<file path="src/rtl/core/mpsu_pkg.sv">
// Package for the Metropolis phase site update core: word types, control structs,
// register indexes and the quarter-wave cosine tables built at elaboration.
// No dependencies.
`default_nettype none

package mpsu_pkg;

  localparam int SITES         = 1024;
  localparam int SITE_W        = $clog2(SITES);
  localparam int COS_ENTRIES   = 1024;
  localparam int COS_IDX_W     = $clog2(COS_ENTRIES);
  localparam int COS_QUARTER   = COS_ENTRIES / 4;
  localparam int COS_QTR_W     = COS_IDX_W - 2;
  localparam int WINDOW_SWEEPS = 10;

  localparam logic [23:0] STEP_RESET       = 24'd2670177;
  localparam logic [23:0] STEP_MAX         = 24'hFFFFFF;
  localparam logic [15:0] COUPLING_RESET   = 16'd256;
  localparam logic [10:0] SITE_COUNT_RESET = 11'd1024;

  localparam int CFG_IDX_W = 2;
  localparam logic [CFG_IDX_W-1:0] CFG_COUPLING   = 2'd0;
  localparam logic [CFG_IDX_W-1:0] CFG_SITE_COUNT = 2'd1;
  localparam logic [CFG_IDX_W-1:0] CFG_CAL_ENABLE = 2'd2;

  localparam longint unsigned ONE_Q30 = 64'd1073741824;
  localparam longint unsigned PI_Q29  = 64'd1686629713;

  typedef struct packed {
    logic [9:0]         site;
    logic signed [15:0] step_random;
    logic [23:0]        accept_threshold;
  } in_word_t;

  typedef struct packed {
    logic [9:0]  site_echo;
    logic [15:0] angle_out;
    logic        accepted;
    logic        window_end;
    logic        calibrated;
    logic [23:0] step_now;
  } out_word_t;

  typedef struct packed {
    logic clear_wr;
    logic load_in;
    logic calc_ang;
    logic calc_cos;
    logic calc_mul;
    logic calc_dec;
    logic finish;
  } ctl_cmd_t;

  typedef struct packed {
    logic clear_last;
  } ctl_stat_t;

  typedef logic signed [16:0] cos_val_t;
  typedef cos_val_t cos_tab_t [COS_QUARTER];

  function automatic longint unsigned qw_div(input longint unsigned num, input bit want_sin,
                                             input int k);
    longint unsigned res;
    res = num;
    if (want_sin) begin
      case (k)
        0: res = num / 110;
        1: res = num / 72;
        2: res = num / 42;
        3: res = num / 20;
        default: res = num / 6;
      endcase
    end else begin
      case (k)
        0: res = num / 90;
        1: res = num / 56;
        2: res = num / 30;
        3: res = num / 12;
        default: res = num / 2;
      endcase
    end
    return res;
  endfunction

  function automatic longint qw_eval(input longint unsigned x, input bit want_sin);
    longint unsigned xr;
    longint unsigned x2;
    longint unsigned t;
    int k;
    xr = (x * PI_Q29) >> 14;
    x2 = (xr * xr) >> 30;
    t  = ONE_Q30;
    if (want_sin) begin
      for (k = 0; k < 5; k++) begin
        t = ONE_Q30 - qw_div((x2 * t) >> 30, 1'b1, k);
      end
      return longint'((xr * t) >> 30);
    end
    for (k = 0; k < 4; k++) begin
      t = ONE_Q30 - qw_div((x2 * t) >> 30, 1'b0, k);
    end
    return longint'(ONE_Q30) - longint'(qw_div((x2 * t) >> 30, 1'b0, 4));
  endfunction

  function automatic cos_val_t cos_phase(input longint unsigned p);
    longint unsigned quad;
    longint unsigned x;
    longint v;
    longint r;
    quad = (p >> 14) & 64'd3;
    x    = p & 64'd16383;
    case (quad)
      64'd0:   v = qw_eval(x, 1'b0);
      64'd1:   v = -qw_eval(x, 1'b1);
      64'd2:   v = -qw_eval(x, 1'b0);
      default: v = qw_eval(x, 1'b1);
    endcase
    r = ((v + 64'sd2147483648 + 64'sd16384) >>> 15) - 64'sd65536;
    return cos_val_t'(r);
  endfunction

  function automatic cos_tab_t cos_tab_build(input int quad);
    cos_tab_t tab;
    longint unsigned p;
    int i;
    for (i = 0; i < COS_QUARTER; i++) begin
      p = (longint'(quad * COS_QUARTER + i) * 64'd65536) / COS_ENTRIES;
      tab[i] = cos_phase(p);
    end
    return tab;
  endfunction

  localparam cos_tab_t COS_Q0 = cos_tab_build(0);
  localparam cos_tab_t COS_Q1 = cos_tab_build(1);
  localparam cos_tab_t COS_Q2 = cos_tab_build(2);
  localparam cos_tab_t COS_Q3 = cos_tab_build(3);

  function automatic cos_val_t cos_lookup(input logic [15:0] angle);
    logic [COS_IDX_W-1:0] idx;
    logic [COS_QTR_W-1:0] ofs;
    cos_val_t val;
    idx = angle[15 -: COS_IDX_W];
    ofs = idx[COS_QTR_W-1:0];
    case (idx[COS_IDX_W-1 -: 2])
      2'd0:    val = COS_Q0[ofs];
      2'd1:    val = COS_Q1[ofs];
      2'd2:    val = COS_Q2[ofs];
      default: val = COS_Q3[ofs];
    endcase
    return val;
  endfunction

endpackage

`default_nettype wire

</file>
<file path="src/rtl/core/mpsu_ctrl.sv">
// Controller for the Metropolis phase site update core: clearing pass,
// per-word sequencing and output valid. Depends on mpsu_pkg.
`default_nettype none

module mpsu_ctrl (
  input  wire                  clk_i,
  input  wire                  rst_ni,
  input  wire                  in_valid_i,
  output logic                 in_ready_o,
  output logic                 out_valid_o,
  input  wire                  out_ready_i,
  input  mpsu_pkg::ctl_stat_t  stat_i,
  output mpsu_pkg::ctl_cmd_t   cmd_o
);

  localparam logic [2:0] ST_CLEAR = 3'd0;
  localparam logic [2:0] ST_IDLE  = 3'd1;
  localparam logic [2:0] ST_ANG   = 3'd2;
  localparam logic [2:0] ST_COS   = 3'd3;
  localparam logic [2:0] ST_MUL   = 3'd4;
  localparam logic [2:0] ST_DEC   = 3'd5;
  localparam logic [2:0] ST_FIN   = 3'd6;

  logic [2:0] state_q, state_d;
  logic       out_valid_q, out_valid_d;
  logic       slot_free;

  assign slot_free   = !out_valid_q || out_ready_i;
  assign in_ready_o  = (state_q == ST_IDLE);
  assign out_valid_o = out_valid_q;

  always_comb begin
    state_d = state_q;
    cmd_o   = '0;
    case (state_q)
      ST_CLEAR: begin
        cmd_o.clear_wr = 1'b1;
        if (stat_i.clear_last) state_d = ST_IDLE;
      end
      ST_IDLE: begin
        if (in_valid_i) begin
          cmd_o.load_in = 1'b1;
          state_d       = ST_ANG;
        end
      end
      ST_ANG: begin
        cmd_o.calc_ang = 1'b1;
        state_d        = ST_COS;
      end
      ST_COS: begin
        cmd_o.calc_cos = 1'b1;
        state_d        = ST_MUL;
      end
      ST_MUL: begin
        cmd_o.calc_mul = 1'b1;
        state_d        = ST_DEC;
      end
      ST_DEC: begin
        cmd_o.calc_dec = 1'b1;
        state_d        = ST_FIN;
      end
      ST_FIN: begin
        if (slot_free) begin
          cmd_o.finish = 1'b1;
          state_d      = ST_IDLE;
        end
      end
      default: begin
        state_d = ST_IDLE;
      end
    endcase
  end

  always_comb begin
    out_valid_d = out_valid_q;
    if (cmd_o.finish) begin
      out_valid_d = 1'b1;
    end else if (out_ready_i) begin
      out_valid_d = 1'b0;
    end
  end

  always_ff @(posedge clk_i or negedge rst_ni) begin
    if (!rst_ni) begin
      state_q     <= ST_CLEAR;
      out_valid_q <= 1'b0;
    end else begin
      state_q     <= state_d;
      out_valid_q <= out_valid_d;
    end
  end

`ifndef NO_ASSERTIONS
  a_one_in_flight: assert property (@(posedge clk_i) disable iff (!rst_ni)
    (in_valid_i && in_ready_o) |=> !in_ready_o)
    else $error("word accepted while another is in flight");

  a_finish_slot: assert property (@(posedge clk_i) disable iff (!rst_ni)
    cmd_o.finish |-> slot_free)
    else $error("result loaded over an untaken result");

  a_finish_shows: assert property (@(posedge clk_i) disable iff (!rst_ni)
    cmd_o.finish |=> out_valid_q)
    else $error("finished result not presented");
`endif

endmodule

`default_nettype wire

</file>
<file path="config.mk">
export PLATFORM = sky130hd
export DESIGN_NAME = mpsu_ctrl
export DESIGN_NICKNAME = d
export VERILOG_FILES = /design/src/rtl/core/mpsu_pkg.sv /design/src/rtl/core/mpsu_ctrl.sv
export SDC_FILE = /design/constraint.sdc
export NUM_CORES = 1
export LEC_CHECK = 0
export BUFFER_PORTS_ARGS = -buffer_cell sky130_fd_sc_hd__buf_2
export CORE_AREA = 2 2 39 41
export CTS_BUF_LIST = sky130_fd_sc_hd__clkbuf_2 sky130_fd_sc_hd__clkbuf_4 sky130_fd_sc_hd__clkbuf_8
export DETAILED_ROUTE_END_ITERATION = 10
export DIE_AREA = 0 0 41 43
export PLACE_DENSITY_LB_ADDON = 0.08
export SYNTH_ARGS = -nofsm -noshare
export SYNTH_HDL_FRONTEND = slang
export SYNTH_SLANG_ARGS = --single-unit
</file>
<file path="constraint.sdc">
create_clock -name clk_i -period 1.3 [get_ports clk_i]
set_input_delay 0.065 -clock clk_i [delete_from_list [all_inputs] [get_ports clk_i]]
set_output_delay 0.065 -clock clk_i [all_outputs]
set_load 0.005 [all_outputs]
</file>
# After elaboration in Yosys (flattened, before gate mapping)
# Cells that the tools add are included.
# W data, S select, Z words.
[word_totals] reg_bits=4 input_bits=5 out_inout_bits=9 wordCells=31
[op_classes] n_eq_ne=9 muxes=15 n_reduce_logical=5
[ops] operator="$pmux W3 S7" n=1
[ops] operator="$mux W1" n=11
[ops] operator="$eq A3 B3 Y1 const B" n=3
[ops] operator="$mux W3" n=3
[ops] operator="$eq A3 B2 Y1 const B" n=2
[ops] operator="$ne A2 B2 Y1 const B" n=3
[ops] operator="$eq A3 B1 Y1 const B" n=1
[ops] operator="$logic_not A3 Y1" n=1
[ops] operator="$reduce_and A3 Y1" n=1
[ops] operator="$reduce_bool A2 Y1" n=1
[ops] operator="$logic_not A1 Y1" n=1
[ops] operator="$logic_or A1 B1 Y1" n=1

# Depth between registers and ports, before layout
# Gate-level depths: netlist (run 1).
[depth] depth_word=5 depth_mapped=5 depth_no_buf=4

# Worst setup path before layout (run 1)
# Ideal clock, no wire load.
[synth_path] path_type="reg2reg" from="register state_q[1]" to="register state_q[2]" setup_ps=92 arrival_ps=1247 required_time_ps=1208 slack_ps=-38 stages_incl_launch_ff=6 n_path_buf=1 path_cell_list="dfrtp_1 > buf_6 > inv_1 > ha_1 > o21ba_2 > o31ai_2"
[synth_between] elab_chain_cells=3 word_cells_on_any_way=12 cone_classes="eq/ne: 9; mux: 1; reduce/logical: 2"
[synth_rtl] element="start, declared" line="mpsu_ctrl.sv:24" rtl="logic [2:0] state_q, state_d;"
[synth_rtl] element="start signal, assigned" line="mpsu_ctrl.sv:88" rtl="state_q <= state_d;"
[synth_rtl] element="$eq A3 B3 Y1, or another cell as far along" line="mpsu_ctrl.sv:35" rtl="case (state_q)"
[synth_rtl] element="$ne A2 B2 Y1 (no source line)"
[synth_rtl] element="$reduce_and A3 Y1 (no source line)"
# Several ways; a longest one is shown, not always the timed one.
# A chain may end at the register's enable or synchronous reset.

==> results list, run 1 <==
- TritonCTS built the clock tree.
- The clock net in this run drives a total of 4 sinks.
- Hold slack: 0.147 ns
* Final setup violation count: 3
* Clock tree root buffer cell: sky130_fd_sc_hd__clkbuf_4
- Max incr delay on CP: 0.45 ns
- Die outline height: 43 um
- Depth of the CTS H-tree: 1
- WL per Instance: 11.9 um
- Kind of critical path: register to output pin
* Worst hold path type: primary input to register
- Largest fanout on the critical path: 7
* Number of DRC violations after detailed routing: 0
- Flip-flop and latch count after synthesis: 4
- The clock arrives with 0.00475 ns of skew.
- Max-cap violations in this run came to 0.
* Reg2reg start: state_q[2]$_DFFE_PN0P_
- Dividing the synthesized area by the synthesized cell count gives 10.1 um^2.
- Of the cells placed in the final design, the portion with a size suffix greater than 1 is 0.783.
- STA classifies the critical path endpoint as an output pin.
* Worst-case clock buffer depth: 2
- The floorplan has 14 rows.
* Actual slew at the worst max-slew pin: 0.308 ns
- Overall via count from detail_route: 347
* Synthesized instance count: 35
- The final layout contains 68 nets.
- For this block, the initial DRC count from the detailed router was 0.
* Total leakage power: 0.311 nW
- Final cell count without fillers: 76
- Status: complete, but fails checks
* Clk pwr share: 0.144
- The clock reaches the later pin of the worst-skew pair after 0.23 ns.
- Portion of total power attributed to combinational logic: 0.640
- Overall global routing resource usage: 0.125
* Source of the critical timing path: state_q[2]$_DFFE_PN0P_
- The repair_antennas step left the layout with diodes totalling 0.
* Switching portion of total power: 0.353
- Of the available clock period, the critical path in the final layout requires 1.05.
- VDD sags by at most 0.000491 V.
- Input and output buffers added on the ports amount to 13.
* P per Cell Area: 1770 nW/um^2
- P_int: 0.698 mW
* Die Width: 41 um
- Summed over all nets, the switching power comes to 0.382 mW.
- Largest net degree at the start of global routing: 8
- Max-Slew Margin vs Limit: 0.794
- For this configuration, the core starts out at a cell density of 0.256.
- The final reports fail on negative setup slack.
* Die Area: 1760 um^2
* Most frequent cells in the layout: sky130_fd_sc_hd__buf_2 (11), sky130_fd_sc_hd__buf_6 (7), sky130_fd_sc_hd__buf_4 (6), sky130_fd_sc_hd__clkbuf_4 (3), sky130_fd_sc_hd__dfrtp_2 (3)
- Number of unique standard cell types used by synthesis: 26
- The number of pins exceeding their max-slew limit in the final report is 0.
* Slowest cell on the critical path: sky130_fd_sc_hd__dfrtp_2
- TritonCTS created 3 clock buffers.
- After detailed routing, the number of vias per cell comes to 4.57.
* Initial antenna violation count: 0
* Synthesis Warnings: 0
* Achievable clock frequency: 0.729 GHz
- Most common cell after layout, fill and taps aside: sky130_fd_sc_hd__buf_2
- Final Wtd Congestion: 0.651
- Power share of the sequential group: 0.216
* Placed insts: 67
- Signal arrival time at the worst endpoint: 1.31 ns
* Core area: 1380 um^2
- Number of search-and-repair iterations in the first detailed-routing pass: 1
- Setup repair after global routing could not meet its margin everywhere.
* WP data required: 1.24 ns
- The hold violation count in the final report is 0.
* Hold path startpoint: out_ready_i
- The final layout contains routed wiring with a total length of 905 um.
* ANT nets after route: 0
- Sequential fraction of the synthesis area: 0.283
- Global routing finished with a remaining overflow of 0.
- Startpoint class of the critical path: register
* Global-route wire length before repair: 1470 um
- Via count of the first global-routing pass: 346
* HPWL after detailed placement: 666 um
- The signal on the critical path passes through buf_12 -> or3_4 -> inv_2 -> buf_6.
* Post-synthesis instance area: 354 um^2
- Measured on the finished design, the core utilization comes to 0.441.
* Post-layout min period: 1.37 ns
- The area growth from synthesis to layout is 72.4%.
- Across all setup checks in the final design, the least slack found is -0.0711 ns.
- Counting every net in the synthesized netlist gives 41.
- In this run the count of I/O pins placed on the die edge is 14.
- Clock transition time at the flip-flop clock pins of the worst setup and hold paths: 0.04 ns
-- registers in the layout, indices dropped and copies added, names as in the netlist --
signal       flops
out_valid_o      1
state_q          3
-- power groups by stage --
stage | sequential, mW | combinational, mW | clock, mW
final | 0.234 | 0.691 | 0.155
after CTS | 0.232 | 0.605 | 0.159
after global placement | 0.226 | 0.518 | 0
after global routing | 0.242 | 0.754 | 0.171
after detailed placement | 0.226 | 0.519 | 0
after floorplan | 0.181 | 0.390 | 0
-- layout make-up --
cell class / instances / area (um^2)
fill: 142 / 773
multi-input combinational: 25 / 248
timing repair buffer: 26 / 209
sequential: 4 / 104
clock buffer: 3 / 22.5
tap: 16 / 20.0
inverter: 2 / 7.51
-- critical path, delay by kind of cell (launching register included) --
kind                   cells  cell delay [ns]
buffers and inverters      3             0.29
AND/OR/NAND/NOR            1             0.33
flip-flops                 1             0.45
-- metal layers --
metal | part of all wire | GRT usage
met1 | 0.46 | 0.169
met2 | 0.50 | 0.169
met3 | 0.039 | 0.0314
met4 | 0 | 0.0800
met5 | 0 | 0
-- metrics by stage --
step | power (mW) | area (um^2) | setup TNS, ns | setup WS (ns)
after floorplan | 0.570 | 373 | 0 | 0.0289
after global placement | 0.744 | 485 | -0.0618 | -0.0408
after detailed placement | 0.745 | 485 | -0.0928 | -0.0643
after CTS | 0.996 | 566 | -0.205 | -0.0855
after global routing | 1.17 | 611 | -0.473 | -0.127
final | 1.08 | 611 | -0.150 | -0.0711
-- what timing repair did --
| item | in CTS | in global routing |
|---|---|---|
| endpoints found under the hold margin | 4 | 0 |
| pin swaps | 4 | 4 |
| hold buffers | 1 | 0 |
| setup endpoints to repair | 9 | 8 |
| cloned | 0 | 0 |
| buffers inserted | 3 | 3 |
| gates resized for setup | 10 | 7 |
-- path summary, 6_finish.rpt --
check / end / slack, ns / depth (start not counted)
min in group asynchronous: out_valid_o$_DFFE_PN0P_ / 0.17 / 2
setup / recovery: cmd_o[6] / -0.07 / 4
hold reg to reg: state_q[0]$_DFFE_PN0P_ / 0.67 / 2
max in group asynchronous: state_q[2]$_DFFE_PN0P_ / 1.00 / 2
hold / removal: state_q[1]$_DFFE_PN0P_ / 0.15 / 3
setup reg to reg: state_q[0]$_DFFE_PN0P_ / 0.01 / 4
-- logic make-up after synthesis --
| logic type | after synthesis | share of synthesized area |
|---|---|---|
| simple gates | 17 | 0.396 |
| compound gates | 7 | 0.159 |
| buf+inv | 6 | 0.127 |
| flops | 4 | 0.283 |
| fa+ha+maj | 1 | 0.0353 |
-- cells in the mapped netlist --
cell type	instances	share of area
sky130_fd_sc_hd__a21oi_1	1	0.014
sky130_fd_sc_hd__a21oi_2	1	0.025
sky130_fd_sc_hd__a31oi_1	1	0.018
sky130_fd_sc_hd__and3_2	1	0.021
sky130_fd_sc_hd__and3b_2	1	0.028
sky130_fd_sc_hd__and4bb_2	1	0.035
sky130_fd_sc_hd__buf_4	2	0.042
sky130_fd_sc_hd__buf_6	2	0.064
sky130_fd_sc_hd__dfrtp_1	4	0.28
sky130_fd_sc_hd__ha_1	1	0.035
sky130_fd_sc_hd__inv_1	2	0.021
sky130_fd_sc_hd__nand2_1	1	0.011
sky130_fd_sc_hd__nand3b_4	1	0.057
sky130_fd_sc_hd__nand4b_1	1	0.025
sky130_fd_sc_hd__nor2_1	2	0.021
sky130_fd_sc_hd__nor2b_1	1	0.018
sky130_fd_sc_hd__nor3_1	1	0.014
sky130_fd_sc_hd__nor3b_1	3	0.064
sky130_fd_sc_hd__o21ai_0	1	0.014
sky130_fd_sc_hd__o21ai_2	1	0.025
sky130_fd_sc_hd__o21ba_2	1	0.028
sky130_fd_sc_hd__o31ai_2	1	0.035
sky130_fd_sc_hd__or2b_1	1	0.021
sky130_fd_sc_hd__or3_1	1	0.018
sky130_fd_sc_hd__or3_4	1	0.032
sky130_fd_sc_hd__or3b_4	1	0.032
Power figures use the tool's default switching activity.
==> run 2: changes to the inputs <==
ABC_AREA = 1   (was unset)
==> run 2 against run 1 <==
Net effect:
- the flow now finishes without violations
- worst hold slack got worse by 0.0014 ns
- combinational power decreased by 42%
- register-to-register slack improved by 0.13 ns
- clock skew decreased by 0.0037 ns
- critical path type unchanged
==> results list, run 2 <==
* CP bufs+invs: 2 (-1)
- Async set or reset register ratio after synthesis: 1.00 (unchanged)
- In the synthesized netlist the dominant register cell turns out to be sky130_fd_sc_hd__dfrtp_1.
- Final setup violation count: 0 (-3)
* Via count of the first global-routing pass: 288 (-17%)
- The net count after synthesis came to 53 (+29%).
- The post-synthesis instance area is 308 um^2 (-13%).
* Post-layout min period: 1.17 ns (-0.197 ns)
- Setup repair after global routing left no endpoint under its margin.
- The static leakage power was 0.266 nW (-15%).
- Top post-synthesis cells by area: sky130_fd_sc_hd__dfrtp_1 (33%), sky130_fd_sc_hd__inv_1 (13%), sky130_fd_sc_hd__nand2_1 (11%), sky130_fd_sc_hd__nor2_1 (7.3%), sky130_fd_sc_hd__nand3_1 (6.5%)
* HPWL after detailed placement: 540 um (-19%)
- The distinct cell type count of the synthesized netlist was 15 (-42%).
- The final design utilization is 0.307 (-0.135).
- The x dimension of the die came to 41 um (unchanged).
- The aggregate global-route resource usage was 0.0928 (-0.0322).
* ANT nets after route: 0 (unchanged)
- Total clock buffers created by CTS: 3 (unchanged)
- Compared with the post-synthesis result, the final layout area differs by 37.8%.
- The initial DRC count came to 7 (+7).
- The slowest stage of the critical path belongs to the cell sky130_fd_sc_hd__dfrtp_2.
- The die height was 43 um (unchanged).
- The count of input and output buffers is 13 (unchanged).
- The full die area is 1760 um^2 (unchanged).
- The placeable core region was 1380 um^2 (unchanged).
- Max incr delay on CP: 0.45 ns (about the same)
- The fraction of final layout cells with drive strength greater than 1 is 0.381 (-0.402).
* Startpoint class of the critical path: register
- The clock latency reported for the late side of the worst-skew pair was 0.23 ns (about the same).
* Tcrit/Tclk final: 0.903 (-0.152)
- Count of final max-slew check failures: 0 (unchanged)
- The hold violation count in the final report is 0 (unchanged).
* Status: complete, no violations
* Synthesis Warnings: 0 (unchanged)
* Clock tree root buffer cell: sky130_fd_sc_hd__clkbuf_4
- Count of maximum capacitance violations: 0 (unchanged)
- VDD IR max: 0.000545 V (+11%)
- The sequential-to-total area share from yosys stat is 0.325 (+0.0425).
* Cell breakdown of the critical path: nor2_1 -> nand2_1 -> inv_1 -> buf_2
- Sinks on the clock net: 4 (unchanged)
* Synthesized instance count: 47 (+34%)
- After synthesis, the most frequently instantiated cells are sky130_fd_sc_hd__inv_1 (11), sky130_fd_sc_hd__nand2_1 (9), sky130_fd_sc_hd__nor2_1 (6), sky130_fd_sc_hd__dfrtp_1 (4), sky130_fd_sc_hd__nand3_1 (4).
* Flip-flop count of the largest register, all copies and words added: 3 (unchanged)
- The power density of the placed cells is 1770 nW/um^2 (about the same).
* Achievable clock frequency: 0.852 GHz (+17%)
* Largest fanout on the critical path: 7 (unchanged)
- Via density per instance: 3.87 (-15%)
* Final cell count without fillers: 79 (+3.9%)
- WL per Instance: 7.94 um (-33%)
- Max-Slew Margin vs Limit: 0.873 (+0.0782)
* Depth of the CTS H-tree: 1 (unchanged)
- The synthesized flop and latch total was 4 (unchanged).
* Register with the most flip-flops: state_q
- The synthesized area divided by synthesized cell count was 6.55 um^2 (-35%).
- The top-level I/O count came to 14 (unchanged).
* Number of synthesized flops with an enable pin: 0 (unchanged)
* Signal arrival time at the worst endpoint: 1.11 ns (-0.20 ns)
- Clock transition time at the flip-flop clock pins of the worst setup and hold paths: 0.04 ns (about the same)
* Setup TNS: 0 ns (+0.150 ns)
- The number of antenna violations at the first check in global routing came to 0 (unchanged).
- WP data required: 1.24 ns (about the same)
- The setup clock skew after layout came to 0.00109 ns (-0.00366 ns).
* Cell family with the largest share of critical-path delay: flip-flops
* Largest net degree at the start of global routing: 8 (unchanged)
- The count of nets after finishing was 71 (+4.4%).
- Cell accounting for the most synthesized area: sky130_fd_sc_hd__dfrtp_1
* Most frequent cells in the layout: sky130_fd_sc_hd__buf_2 (13), sky130_fd_sc_hd__inv_1 (11), sky130_fd_sc_hd__nand2_1 (9), sky130_fd_sc_hd__nor2_1 (6), sky130_fd_sc_hd__nand3_1 (4)
- The initial core utilization was 0.222 (-0.0335).
* Actual slew at the worst max-slew pin: 0.191 ns (-0.117 ns)
- The leftover overflow at the end of global routing came to 0 (unchanged).
- The number of instances in the placed design was 75 (+12%).
- Number of search-and-repair iterations in the first detailed-routing pass: 4 (+3)
- Final Wtd Congestion: 0.703 (+8.0%)
- Global-route wire length before repair: 1120 um (-24%)
- The most common cell in the synthesized netlist is sky130_fd_sc_hd__inv_1.
- The number of rows in the core area was 14 (unchanged).
- TritonCTS built the clock tree.
- DRT Wirelength: 627 um (-31%)
* Number of DRC violations after detailed routing: 0 (unchanged)
- Count of inserted antenna diode cells: 0 (unchanged)
- Worst-case clock buffer depth: 2 (unchanged)
* Crit. End Element: output pin
- The library cell used most frequently in the layout, excluding fill and tap cells, is sky130_fd_sc_hd__buf_2.
- The count of vias placed by the detailed router came to 306 (-12%).
* Worst hold path type: primary input to register
- The critical path is of the register to output pin type.
* Share of the synthesized area in the top cell type: 0.325 (+0.0425)
==> run 2: routing by layer <==
metal  track usage  routed length (um)  part of all wire
met5             0                   0                 0
met4        0.0600                   0                 0
met3        0.0157                  23             0.037
met2         0.100                 279              0.44
met1         0.157                 324              0.52
==> run 2: cell families after synthesis <==
logic type	synth area share
and+or+nand+nor	0.419
AOI/OAI and AO/OA	0.0325
adders and majority gates	0.0406
buffers and inverters	0.183
DFF	0.325
==> run 2: final cells by class <==
cell class / count / area, um^2
Clock buffer: 3 / 22.5
Fill cell: 167 / 960
Inverter: 13 / 48.8
Multi-Input combinational cell: 29 / 156
Sequential cell: 4 / 101
Tap cell: 16 / 20.0
Timing Repair Buffer: 14 / 75.1
==> run 2: path summary, 6_finish.rpt <==
check,startpoint,to,slack [ns],depth (start not counted)
min in group asynchronous,rst_ni,out_valid_o$_DFFE_PN0P_,0.17,2
setup reg to reg,state_q[1]$_DFFE_PN0P_,state_q[0]$_DFFE_PN0P_,0.14,6
max in group asynchronous,rst_ni,state_q[1]$_DFFE_PN0P_,1.00,2
setup / recovery,state_q[1]$_DFFE_PN0P_,cmd_o[2],0.13,4
hold / removal,in_valid_i,state_q[0]$_DFFE_PN0P_,0.15,4
hold reg to reg,out_valid_o$_DFFE_PN0P_,out_valid_o$_DFFE_PN0P_,0.66,4
==> run 2: where the power goes <==
part | leakage, nW | switching [mW] | internal [mW]
Combinational | 0.201 | 0.235 | 0.163
Clock | 0.0138 | 0.0431 | 0.103
Sequential | 0.0515 | 0.0463 | 0.160
==> run 2: per-stage QoR <==
step           total power, mW  area (um^2)  worst slack (ns)  hold slack, ns
2_1_floorplan            0.471          308             0.170          -0.231
3_3_place_gp             0.606          385            0.0849          -0.125
3_5_place_dp             0.593          385             0.108          -0.127
4_1_cts                  0.746          418            0.0674           0.150
5_1_grt                  0.844          424            0.0226           0.172
6_report                 0.751          424             0.126           0.146
==> run 2: timing repair <==
action / 4_1_cts / 5_1_grt
resized for setup: 0 / 2
endpoints found under the hold margin: 4 / 0
hold buffers: 1 / 0
buffers inserted: 0 / 0
endpoints found under the setup margin: 0 / 3
==> run 2: tightest hold or removal path: stages <==
cell and delay (ns):
sky130_fd_sc_hd__buf_2 0.08, sky130_fd_sc_hd__inv_1 0.04, sky130_fd_sc_hd__nand3_1 0.10, sky130_fd_sc_hd__nand2_1 0.06
